[src/hw/rtl/imm_pkg.sv]
// ----------------------------------------------------------------------------
// imm_pkg: shared types and codes of the integer matrix multiply unit
// Request function codes, register indexes, the command that the front end
// queues for the back end, and the set of effective matrix dimensions.
// ----------------------------------------------------------------------------
package imm_pkg;

	// Side of the square element stores. The four-bit row and column fields
	// address exactly this many entries.
	localparam int MAX_DIM = 16;

	// Request function codes.
	localparam logic [1:0] FUNC_LOAD_A = 2'd0;
	localparam logic [1:0] FUNC_LOAD_B = 2'd1;
	localparam logic [1:0] FUNC_ROW    = 2'd2;

	// Configuration register indexes.
	localparam logic [1:0] CFG_ROWS_A = 2'd0;
	localparam logic [1:0] CFG_INNER  = 2'd1;
	localparam logic [1:0] CFG_COLS_B = 2'd2;

	// Width and reset value of the dimension registers.
	localparam int          DIM_W     = 5;
	localparam logic [4:0]  DIM_RESET = 5'd16;

	// Entries in the command queue between front and back end.
	localparam int QUEUE_DEPTH = 4;

	typedef enum logic [1:0] {
		OP_LOAD_A,
		OP_LOAD_B,
		OP_ROW
	} op_t;

	// One classified command.
	typedef struct packed {
		op_t         op;
		logic [3:0]  row;
		logic [3:0]  col;
		logic [31:0] value;
	} cmd_t;

	// Effective dimensions, already limited to the store size.
	typedef struct packed {
		logic [4:0] rows_a;
		logic [4:0] inner;
		logic [4:0] cols_b;
	} dims_t;

endpackage

[src/hw/rtl/imm_front.sv]
// ----------------------------------------------------------------------------
// imm_front: request classifier
// Decodes each incoming request, drops the ones that have no effect and
// turns the rest into queued commands.
// ----------------------------------------------------------------------------
module imm_front (
	input  logic               req_valid,
	output logic               req_stall,
	input  logic [1:0]         func,
	input  logic [3:0]         row,
	input  logic [3:0]         col,
	input  logic signed [31:0] value,
	input  imm_pkg::dims_t     dims,
	input  logic               q_full,
	output logic               q_push,
	output imm_pkg::cmd_t      q_cmd
);

	logic keep;
	logic in_store;

	// A load outside the store is ignored.
	assign in_store = (int'(row) < imm_pkg::MAX_DIM) && (int'(col) < imm_pkg::MAX_DIM);

	always_comb begin
		q_cmd.row   = row;
		q_cmd.col   = col;
		q_cmd.value = value;
		unique case (func)
			imm_pkg::FUNC_LOAD_A: begin
				q_cmd.op = imm_pkg::OP_LOAD_A;
				keep     = in_store;
			end
			imm_pkg::FUNC_LOAD_B: begin
				q_cmd.op = imm_pkg::OP_LOAD_B;
				keep     = in_store;
			end
			imm_pkg::FUNC_ROW: begin
				q_cmd.op = imm_pkg::OP_ROW;
				keep     = ({1'b0, row} < dims.rows_a) && (dims.cols_b != '0);
			end
			default: begin
				q_cmd.op = imm_pkg::OP_ROW;
				keep     = 1'b0;
			end
		endcase
	end

	assign req_stall = q_full;
	assign q_push    = req_valid && !q_full && keep;

endmodule

[config.mk]
export PLATFORM = sky130hd
export DESIGN_NAME = imm_front
export DESIGN_NICKNAME = d
export VERILOG_FILES = /design/src/hw/rtl/imm_pkg.sv /design/src/hw/rtl/imm_front.sv
export SDC_FILE = /design/constraint.sdc
export NUM_CORES = 1
export LEC_CHECK = 0
export BUFFER_PORTS_ARGS = -buffer_cell sky130_fd_sc_hd__buf_4
export CAP_MARGIN = 20
export CORE_UTILIZATION = 23
export DETAILED_ROUTE_END_ITERATION = 10
export MAX_ROUTING_LAYER = met4
export PLACE_DENSITY_LB_ADDON = 0.3
export SYNTH_ARGS = -nofsm -noshare
export SYNTH_HDL_FRONTEND = slang
export SYNTH_SLANG_ARGS = --single-unit
export TNS_END_PERCENT = 50
[constraint.sdc]
create_clock -name vclk -period 0.9
set_input_delay 0 -clock vclk [all_inputs]
set_output_delay 0 -clock vclk [all_outputs]
set_load 0.005 [all_outputs]
# After elaboration in Yosys (flattened, before gate mapping)
# Index checks and enable logic that the tools add are counted.
# Widths: inputs -> output; s select.
dict set report word_totals {
  regBits 0
  in_bits 59
  out_inout_bits 44
}
dict set report classes {
  order_cmp 1
  n_eq_ne 2
  muxes 2
  reduce_logical 7
}
# cell n
set op_table {}
lappend op_table {{$lt 4x5->1} 1}
lappend op_table {{$reduce_bool 5->1} 1}
lappend op_table {{$pmux 2 s2} 1}
lappend op_table {{$logic_and 1x1->1} 3}
lappend op_table {{$eq 2x1->1 const B} 1}
lappend op_table {{$eq 2x2->1 const B} 1}
lappend op_table {{$logic_not 2->1} 1}
lappend op_table {{$pmux 1 s2} 1}
lappend op_table {{$reduce_or 2->1} 1}
lappend op_table {{$logic_not 1->1} 1}

# Longest topological paths before layout
dict set report logic_depth {
  depth_word 4
  depth_mapped 5
  depth_no_buf 5
}

# Worst setup path after synthesis
# No wires, ideal clock.
dict set report synth_timing {
  path_type {in2out}
  startpoint {input port dims[12] (netlist bit)}
  endpoint {output port q_push}
  t_arrival_ns 0.905
  required_time_ns 0.900
  path_slack_ns -0.005
  path_stages 5
  path_buffers 0
  cell_sequence {inv_1 -> ha_1 -> a21oi_1 -> a211oi_1 -> a2111oi_1}
}
dict set report synth_via {
  elab_chain_len 4
}
# item line
set synth_lines {}
lappend synth_lines {{start: declaration} imm_front.sv:13} ;# input imm_pkg::dims_t dims,
lappend synth_lines {{$lt 4x5->1} imm_front.sv:40} ;# keep = ({1'b0, row} < dims.rows_a) && (dims.cols_b != '0);
lappend synth_lines {{$logic_and 1x1->1} imm_front.sv:40}
lappend synth_lines {{$pmux 1 s2} imm_front.sv:29} ;# unique case (func)
lappend synth_lines {{$logic_and 1x1->1} imm_front.sv:50} ;# assign q_push = req_valid && !q_full && keep;
lappend synth_lines {{end: declaration} imm_front.sv:15} ;# output logic q_push,
# Every way passes these cells.

# Worst setup path in the final report
dict set report layout_timing {
  startpoint {input port dims[4] (netlist bit)}
  endpoint {output port q_push}
}
dict set report layout_via {
  elab_chain_len 4
}
# item line
set layout_lines {}
lappend layout_lines {{$reduce_bool 5->1} imm_front.sv:40}
lappend layout_lines {{$logic_and 1x1->1} imm_front.sv:40}
lappend layout_lines {{$pmux 1 s2} imm_front.sv:29}
lappend layout_lines {{$logic_and 1x1->1} imm_front.sv:50}
# Every way passes these cells.

==> flow_metrics.py <==
metrics = {
    "setup_path": {
        "critical_path_class": "in2out",
        "startpoint_type": "primary input",
        "critPathSlowestCell": "or4_4",
        "crit_chain": "buf_6, or4_4, o21ai_2, a2111oi_2, buf_4",
        "critPathMaxStageDelay_ns": 0.52,
        "crit_required_ns": 0.90,
        "critPathArrivalTime_ns": 0.96,
        "crit_path_max_fanout": 1,
        "worst_setup_path_end_kind": "output port",
    },
    "sta": {
        "post-route-period-util": 1.062,
        "slew-limit-headroom": 0.8169,
        "max_clock_freq_mhz": 1046,
        "hold_ws_ns": 0.000002261,
        "tightest_slew_ns": 0.2741,
        "hold_viol_final": 0,
        "period_minus_slack_ns": 0.9558,
        "setup_ws_ns": -0.05582,
        "setup_violations": 1,
        "rsz0062_at_grt": "true",
        "final_max_slew_viol_count": 0,
    },
    "die": {
        "initial_core_util": 0.2459,
        "rows": 15,
        "fp.dieW_um": 45.20,
        "fp.dieH_um": 45.20,
        "die_area_mm2": 0.002043,
        "ios": 103,
        "core_area_mm2": 0.001745,
    },
    "detailed_routing": {
        "dr.pass1.iters": 1,
        "ant_nets": 0,
        "drt-total-wl_um": 683,
        "wl_per_cell_um": 9.620,
        "vias": 261,
        "post-route-drc-count": 0,
        "drtIter0Drc": 0,
        "via_per_inst": 3.676,
    },
    "grt": {
        "gr-total-overflow": 0,
        "antenna_found_initial": 0,
        "grt_pass1_vias": 210,
        "grt_use_total": 0.05254,
        "grt_pass1_wl_um": 821,
        "grt_max_degree": 5,
    },
    "synth": {
        "synth_top_area_share": 0.7172,
        "synth_area_leaders": "buf_4 72%, ha_1 8.7%, inv_1 4.4%, a2111oi_1 2.3%, a21oi_1 2.3%",
        "seq_area_frac_synth": 0,
        "netlist_instances": 60,
        "synth_area_um2": 429.2,
        "syn_avg_cell_area_um2": 7.153,
        "synth_warnings": 0,
        "synth_area_leader_cell": "buf_4",
        "synth_cell_type_count": 13,
        "synth_nets": 122,
    },
    "placement": {
        "io_buffers": 26,
        "gp_congestion": 0.5164,
    },
    "finish": {
        "drive_gt1_frac": 0.8696,
        "area_growth_pct": 3.790,
        "nClkBuffers": 0,
        "nets": 110,
        "design.seq.count": 0,
        "seq_area_um2": 0,
        "fin_util": 0.2552,
        "antenna-diode-count": 0,
        "fillers": 204,
    },
    "run_status": {
        "status": "finished with violations",
        "violations": "setup timing",
    },
    "pwr": {
        "finalPower_uw": 186.7,
        "ir_drop_mv": 0.1103,
        "p_leak_uw": 0.0002101,
        "powerDensity_mw_per_mm2": 419.1,
    },
    "job": {
        "cap_viol_max_count": 0,
    },
    "min_path": {
        "holdCritPathClass": "in2out",
    },
    "clock_network": {
        "hold_buffers": 0,
        "postCtsSetupRepairBufs": 0,
    },
}
power breakdown:
part | internal [uW] | total, uW | switching, uW
registers | 0 | 0 | 0
logic | 123 | 187 | 64.0
clock network | 0 | 0 | 0
total | 123 | 187 | 64.0
layout make-up:
cell class         instances  area (um^2)  area share
multi-input cells         13        163.9      0.3680
inverters                  5        21.27     0.04775
well taps                 25        31.28     0.07022
repair buffers            28        229.0      0.5140
routing by layer:
metal / track usage / share of wire / vias up
met3: 0.02000 / 0.15 / 4
met2: 0.09565 / 0.55 / 21
met1: 0.05238 / 0.28 / 117
met4: 0.01212 / 0.015 / 0
li1: - / - / 119
met5: - / 0 / -
per-stage QoR:
stage / setup WS (ns) / instance area [um^2] / instances / setup TNS (ns)
after floorplan: 0.03383 / 429.2 / 60 / 0
after global placement: -0.2924 / 359.1 / 71 / -0.2924
after detailed placement: -0.2896 / 359.1 / 71 / -0.2896
after CTS: -0.08332 / 430.4 / 71 / -0.08332
after global routing: -0.1027 / 445.4 / 71 / -0.1027
final: -0.05582 / 445.4 / 71 / -0.05582
layout by cell type (no fill, tap or decap), types with 2 or more instances in the layout:
cell | synthesis | layout
buf_4 | 41 | 23
buf_6 | 0 | 5
inv_1 | 5 | 3
ha_4 | 0 | 2
worst paths after layout:
check / start / endpoint / slack, ns / depth (start not counted)
max: dims[4] / q_push / -0.06 / 5
min: value[6] / q_cmd[6] / 0.000002 / 0
critical path, delay by kind of cell:
kind	cells	cell delay, ns
simple gates	1	0.52
compound gates	2	0.21
buf+inv	2	0.23
cell families (layout without fill, tap and decap cells):
| family | after synthesis | count (layout) | share of synthesized area |
|---|---|---|---|
| simple gates | 5 | 5 | 0.06706 |
| compound gates | 5 | 5 | 0.07580 |
| fa+ha+maj | 3 | 3 | 0.08747 |
| buf+inv | 47 | 33 | 0.7697 |
synthesized netlist by cell type, drive strengths merged:
cell and instances:
or4 1, nand3 1, buf 41, inv 5
clkbuf 1, a21oi 2, o21ai 1, nand2 1
a211oi 1, a2111oi 1, ha 3, nand2b 1
nor2b 1
what timing repair did:
item                       in CTS  in global routing
gates cloned                    0                  0
pin swaps                       8                  3
setup endpoints to repair       1                  1
gates resized for setup        17                  3
Note: power is estimated with default switching activity, not from simulation.
