**src/hw/rtl/imm_pkg.sv**
```systemverilog
// ----------------------------------------------------------------------------
// imm_pkg: shared types and codes of the integer matrix multiply unit
// Request function codes, register indexes, the command that the front end
// queues for the back end, and the set of effective matrix dimensions.
// ----------------------------------------------------------------------------
package imm_pkg;

	// Side of the square element stores. The four-bit row and column fields
	// address exactly this many entries.
	localparam int MAX_DIM = 16;

	// Request function codes.
	localparam logic [1:0] FUNC_LOAD_A = 2'd0;
	localparam logic [1:0] FUNC_LOAD_B = 2'd1;
	localparam logic [1:0] FUNC_ROW    = 2'd2;

	// Configuration register indexes.
	localparam logic [1:0] CFG_ROWS_A = 2'd0;
	localparam logic [1:0] CFG_INNER  = 2'd1;
	localparam logic [1:0] CFG_COLS_B = 2'd2;

	// Width and reset value of the dimension registers.
	localparam int          DIM_W     = 5;
	localparam logic [4:0]  DIM_RESET = 5'd16;

	// Entries in the command queue between front and back end.
	localparam int QUEUE_DEPTH = 4;

	typedef enum logic [1:0] {
		OP_LOAD_A,
		OP_LOAD_B,
		OP_ROW
	} op_t;

	// One classified command.
	typedef struct packed {
		op_t         op;
		logic [3:0]  row;
		logic [3:0]  col;
		logic [31:0] value;
	} cmd_t;

	// Effective dimensions, already limited to the store size.
	typedef struct packed {
		logic [4:0] rows_a;
		logic [4:0] inner;
		logic [4:0] cols_b;
	} dims_t;

endpackage

```
**src/hw/rtl/imm_fifo.sv**
```systemverilog
// ----------------------------------------------------------------------------
// imm_fifo: command queue
// A small first-in first-out queue of commands between front and back end.
// ----------------------------------------------------------------------------
module imm_fifo (
	input  logic          clk,
	input  logic          arst_n,
	input  logic          push,
	input  imm_pkg::cmd_t push_cmd,
	output logic          full,
	input  logic          pop,
	output logic          head_valid,
	output imm_pkg::cmd_t head
);

	localparam int PW = $clog2(imm_pkg::QUEUE_DEPTH);
	localparam int CW = $clog2(imm_pkg::QUEUE_DEPTH + 1);

	imm_pkg::cmd_t entry_q [imm_pkg::QUEUE_DEPTH];
	logic [PW-1:0] wr_ptr_q;
	logic [PW-1:0] rd_ptr_q;
	logic [CW-1:0] count_q;

	assign full       = (count_q == CW'(imm_pkg::QUEUE_DEPTH));
	assign head_valid = (count_q != '0);
	assign head       = entry_q[rd_ptr_q];

	always_ff @(posedge clk) begin
		if (push) begin
			entry_q[wr_ptr_q] <= push_cmd;
		end
	end

	always_ff @(posedge clk or negedge arst_n) begin
		if (!arst_n) begin
			wr_ptr_q <= '0;
			rd_ptr_q <= '0;
			count_q  <= '0;
		end else begin
			if (push) begin
				wr_ptr_q <= (wr_ptr_q == PW'(imm_pkg::QUEUE_DEPTH - 1)) ? '0 : wr_ptr_q + 1'b1;
			end
			if (pop) begin
				rd_ptr_q <= (rd_ptr_q == PW'(imm_pkg::QUEUE_DEPTH - 1)) ? '0 : rd_ptr_q + 1'b1;
			end
			if (push && !pop) begin
				count_q <= count_q + 1'b1;
			end else if (pop && !push) begin
				count_q <= count_q - 1'b1;
			end
		end
	end

endmodule

```
**config.mk**
```make
export PLATFORM = sky130hd
export DESIGN_NAME = imm_fifo
export DESIGN_NICKNAME = d
export VERILOG_FILES = /design/src/hw/rtl/imm_pkg.sv /design/src/hw/rtl/imm_fifo.sv
export SDC_FILE = /design/constraint.sdc
export NUM_CORES = 1
export LEC_CHECK = 0
export ABC_AREA = 1
export BUFFER_PORTS_ARGS = -buffer_cell sky130_fd_sc_hd__buf_2
export CAP_MARGIN = 5
export CORE_MARGIN = 8
export CORE_UTILIZATION = 52
export CTS_BUF_LIST = sky130_fd_sc_hd__clkbuf_4 sky130_fd_sc_hd__clkbuf_8
export CTS_CLUSTER_DIAMETER = 40
export DETAILED_ROUTE_END_ITERATION = 12
export PLACE_DENSITY = 0.82
export SLEW_MARGIN = 20
export SYNTH_ARGS = -nofsm -noshare
export SYNTH_HDL_FRONTEND = slang
export SYNTH_SLANG_ARGS = --single-unit
```
**constraint.sdc**
```tcl
create_clock -name clk -period 2.3 [get_ports clk]
set_input_delay 0.345 -clock clk [delete_from_list [all_inputs] [get_ports clk]]
set_output_delay 0.345 -clock clk [all_outputs]
set_load 0.01 [all_outputs]
```
## Word-level counts from Yosys, hierarchy flattened

Memory sizes are Yosys's and may differ from the RTL's.
Cells that the tools add are included.

- Flip-flop bits (word level): 7
- RAM bits: 168
- Bits of input ports: 46
- Output and inout port bits: 44
- Logic and storage cells: 23
- Memories kept: 1

Memories:

| memory | words | width | rd ports | clocked after Yosys merged registers in | wr ports | RTL line | text |
|---|---|---|---|---|---|---|---|
| entry_q | 4 | 42 | 1 | 0 | 1 | imm_fifo.sv:19 | `imm_pkg::cmd_t entry_q [imm_pkg::QUEUE_DEPTH];` |

- $add $sub $neg: 4
- Equal/unequal tests: 3
- Mux-type cells: 6
- Reduce and logical (&&, ||, !) cells: 6

Operator list:

| operator | count |
|---|---|
| two-way mux 3 bit | 2 |
| adder 2 x 1 -> 2 bit, second input constant | 2 |
| equality test 2 bit, second input constant | 2 |
| two-way mux 2 bit | 2 |
| adder 3 x 1 -> 3 bit, second input constant | 1 |
| equality test 3 bit, second input constant | 1 |
| nonzero test 3 bit | 1 |
| subtractor 3 x 1 -> 3 bit, second input constant | 1 |
| logical AND 1 bit | 2 |
| logical NOT 1 bit | 2 |
| two-way mux 1 bit | 2 |
| nonzero test 2 bit | 1 |

## Depth between registers and ports, before layout

- Depth in word-level cells: 4
- Gate-level depth with buffers: 9

## Worst setup path before layout

No wires, ideal clock.

- Path kind: reg2reg
- Start point: register wr_ptr_q[0]
- End point: memory entry_q[2][0] (netlist name), enable pin
- Library setup time: 0.396 ns
- Arrival: 1.485 ns
- Required time: 1.904 ns
- Slack: 0.419 ns
- Stages on the path, launching flop included: 5
- Path buffers: 0
- Path through: dfrtp_1 inv_1 ha_1 nand2_1 inv_1

RTL lines:

| what | RTL line | text |
|---|---|---|
| start, declared | imm_fifo.sv:20 | `logic [PW-1:0] wr_ptr_q;` |
| start signal, assigned | imm_fifo.sv:41 | `wr_ptr_q <= (wr_ptr_q == PW'(imm_pkg::QUEUE_DEPTH - 1)) ? '0 : wr_ptr_q + 1'b1;` |
| end, declared | imm_fifo.sv:19 |  |

No word-level cell before the write port.

==> out/results.md <==
| Stage | Item | Reported |
| --- | --- | --- |
| run status | Run status | complete, no violations |
| cts | Post CTS Setup Buffer Count | 0 |
| place | Final estimated routing congestion in global placement | 0.7066 |
| die | Initial Util | 52.22% |
| timing | Total negative slack | 0 ns |
| timing | Remaining max-slew budget at the tightest pin | 62.89% |
| synthesis | Sequential fraction of the synthesis area | 73.14% |
| drt | Mean number of vias per cell | 5.136 |
| die | DIE WIDTH | 133.2 um |
| job | Max Cap Violations | 0 |
| synthesis | Post-Synthesis Net Count | 596 |
| drt | Antenna-violating nets left | 0 |
| timing | Max-slew violation count | 0 |
| timing | Shortest clock period the worst path allows after layout | 2.148 ns |
| cts | Number of levels in the clock H-tree | 4 |
| cts | Clock transition at the registers of the reported paths | 0.09 ns |
| synthesis | Synthesized area | 0.007137 mm^2 |
| final layout | Synthesis-to-layout area growth | 14.45% |
| drt | Remaining routing DRC violations | 0 |
| final layout | Post-route cell area | 0.008168 mm^2 |
| global route | Vias in the first global route | 4,511 |
| drt | Post-Route WL | 13.58 mm |
| place | Input/output buffers | 89 |
| drt | Total via count in the routed design | 4,258 |
| timing | Share of the clock period used by the worst path | 93.37% |
| timing | Achievable frequency | 465.6 MHz |
| global route | Initial antenna violation count | 1 |
| global route | Pin count of the biggest net entering global routing | 68 |
| cts | CTS Root Buffer Type | sky130_fd_sc_hd__clkbuf_8 |
| cts | Number of buffers added by the clock tree synthesis step | 17 |
| drt | Routed len/inst | 16.38 um |
| die | Die area | 0.01773 mm^2 |
| setup path | Type of element launching the critical path | flip-flop |
| power and ir drop | IR Drop Worst-Case VDD | 607.8 uV |
| power and ir drop | Leakage | 3.368 nW |
| synthesis | Avg Cell Area, Syn | 13.14 um^2 |
| setup path | Worst endpoint required time | 1.96 ns |
| final layout | Ant. Diodes | 0 |
| place | Cell area after placement | 0.007760 mm^2 |
| global route | Leftover overflow at the end of global routing | 0 |
| die | Cell row count | 43 |
| timing | Clock skew after layout | 0.009629 ns |
| setup path | Endpoint type of the worst setup path | primary output |
| min path | Type of the worst min-delay path | in -> reg |
| final layout | Number of nets at the end of the flow | 691 |
| timing | Actual transition at the worst max-transition pin | 0.5567 ns |
| timing | RSZ-0062 raised after global routing | no |
| setup path | Largest fanout of any net on the critical path | 43 |
| drt | Number of design-rule violations left by the first detailed-router iteration | 271 |
| cts | Number of buffers on the longest clock path | 2 |
| final layout | Fraction of layout instances using a drive strength above 1 | 22.03% |
| timing | Final setup violation count | 0 |
| die | Area of the core | 0.01367 mm^2 |
| place | Half-perimeter wire length after detailed placement | 8.765 mm |
| die | Boundary pin count | 90 |
| synthesis | Yosys synthesis warning count | 0 |
| die | Vertical die dimension | 133.2 um |
| cts | Clock Latency Late Sink | 0.44 ns |
| cts | CTS tree | done |
| synthesis | Synth Register Bits | 175 |
| setup path | Endpoint arrival time on the critical path | 1.80 ns |
| synthesis | Post-synthesis cell type count | 21 |
| global route | Global routing usage summed across all routing layers | 15.82% |
| global route | Wire length of the first global-routing pass | 21.85 mm |
| power and ir drop | Total power density per cell area | 1168 mW/mm^2 |
| synthesis | Number of instances in the synthesized netlist | 543 |
| drt | Drt pass-1 iters | 4 |
| setup path | Startpoint-to-endpoint class of the critical path | reg -> out |
| cts | TritonCTS Sinks | 175 |
| timing | Final Hold Fails | 0 |
| final layout | Fill cells | 1,084 |
cell families after synthesis:
logic type	synth area share [%]
simple gates	7.854
fa+ha+maj	1.332
buf+inv	8.082
xor+xnor	0.1227
compound gates	9.467
flops	73.14
power breakdown:
part	internal, mW	switching (mW)
logic	1.12	2.05
clock network	1.10	1.01
registers	4.09	0.167
total	6.31	3.23
final cells by class:
| class | instances | area (um^2) | area share (%) |
|---|---|---|---|
| inverters | 97 | 369.1 | 4.519 |
| repair buffers | 103 | 615.6 | 7.537 |
| flip-flops and latches | 175 | 5221 | 63.92 |
| well taps | 180 | 225.2 | 2.757 |
| multi-input cells | 244 | 1340 | 16.41 |
| clock inverters | 10 | 140.1 | 1.716 |
| clock buffers | 20 | 256.5 | 3.140 |
worst max-delay path, cell delays in order (launching register included):
cell and delay (ns):
sky130_fd_sc_hd__dfrtp_2 0.39, sky130_fd_sc_hd__buf_4 0.48, sky130_fd_sc_hd__o211ai_1 0.20, sky130_fd_sc_hd__nand2_1 0.15
sky130_fd_sc_hd__buf_2 0.15
final timing paths:
path	start	to	slack, ns	cells after the start
max	rd_ptr_q[1]	head[14]	0.15	4
min	push_cmd[0]	entry_q[2][0]	0.12	1
max reg2reg	wr_ptr_q[0]	entry_q[3][38]	0.75	4
min reg2reg	count_q[2]	count_q[2]	0.54	2
max in group asynchronous	arst_n	rd_ptr_q[1]	1.86	2
min in group asynchronous	arst_n	count_q[0]	0.26	2
sequential cells by signal (all words and copies together), names as in the netlist:
| name | count |
|---|---|
| count_q | 3 |
| rd_ptr_q | 2 |
| wr_ptr_q | 2 |
| entry_q | 168 |
Yosys cell counts (all sizes together):
cell | instances | share of area, %
buf | 26 | 2.9
clkbuf | 1 | 0.053
clkinv | 1 | 0.070
dfrtp | 7 | 2.5
edfxtp | 168 | 71
fa | 1 | 0.28
ha | 6 | 1.1
inv | 96 | 5.0
nand2 | 142 | 7.5
nand3 | 1 | 0.070
nand4 | 1 | 0.088
nor2 | 3 | 0.16
nor3 | 1 | 0.070
o211ai | 84 | 9.2
o21ai | 4 | 0.28
xnor2 | 1 | 0.12
layout by cell type, fill, tap and decap left out, drive strengths merged:
master       instances
o211ai              84
fa                   1
bufinv               3
dfrtp                7
edfxtp             168
ha                   6
nor2                 3
xnor2                1
nand4                1
clkbuf              20
nor3                 1
inv                 98
dlygate4sd3          1
clkinvlp             2
nand2              142
nand3                1
o21ai                4
clkinv               4
buf                102
per-layer routing:
metal,vias to the layer above,wire [um],track usage [%]
met1,2074,5362,17.08
met3,20,656,4.443
met5,-,13,0
li1,2062,-,-
met4,2,262,7.049
met2,100,7285,28.35
through the flow:
| step | util [%] | instances | hold WS [ns] | setup WS [ns] | power [mW] |
|---|---|---|---|---|---|
| 6_report | 59.77 | 829 | 0.1180 | 0.1525 | 9.540 |
| 5_1_grt | 59.77 | 829 | 0.07935 | 0.06425 | 10.13 |
| 4_1_cts | 59.76 | 829 | 0.07946 | 0.009121 | 9.680 |
| 3_5_place_dp | 56.78 | 798 | 0.1881 | 0.5039 | 7.573 |
| 3_3_place_gp | 56.78 | 798 | 0.1861 | 0.5488 | 7.407 |
| 2_1_floorplan | - | 543 | 0.04941 | 0.4186 | 6.431 |
repair_timing:
action	CTS	global route
endpoints found under the hold margin	7	0
endpoints found under the setup margin	0	13
hold buffers	1	0
resized for setup	0	1
No activity file was read; power rests on OpenSTA's default activity.
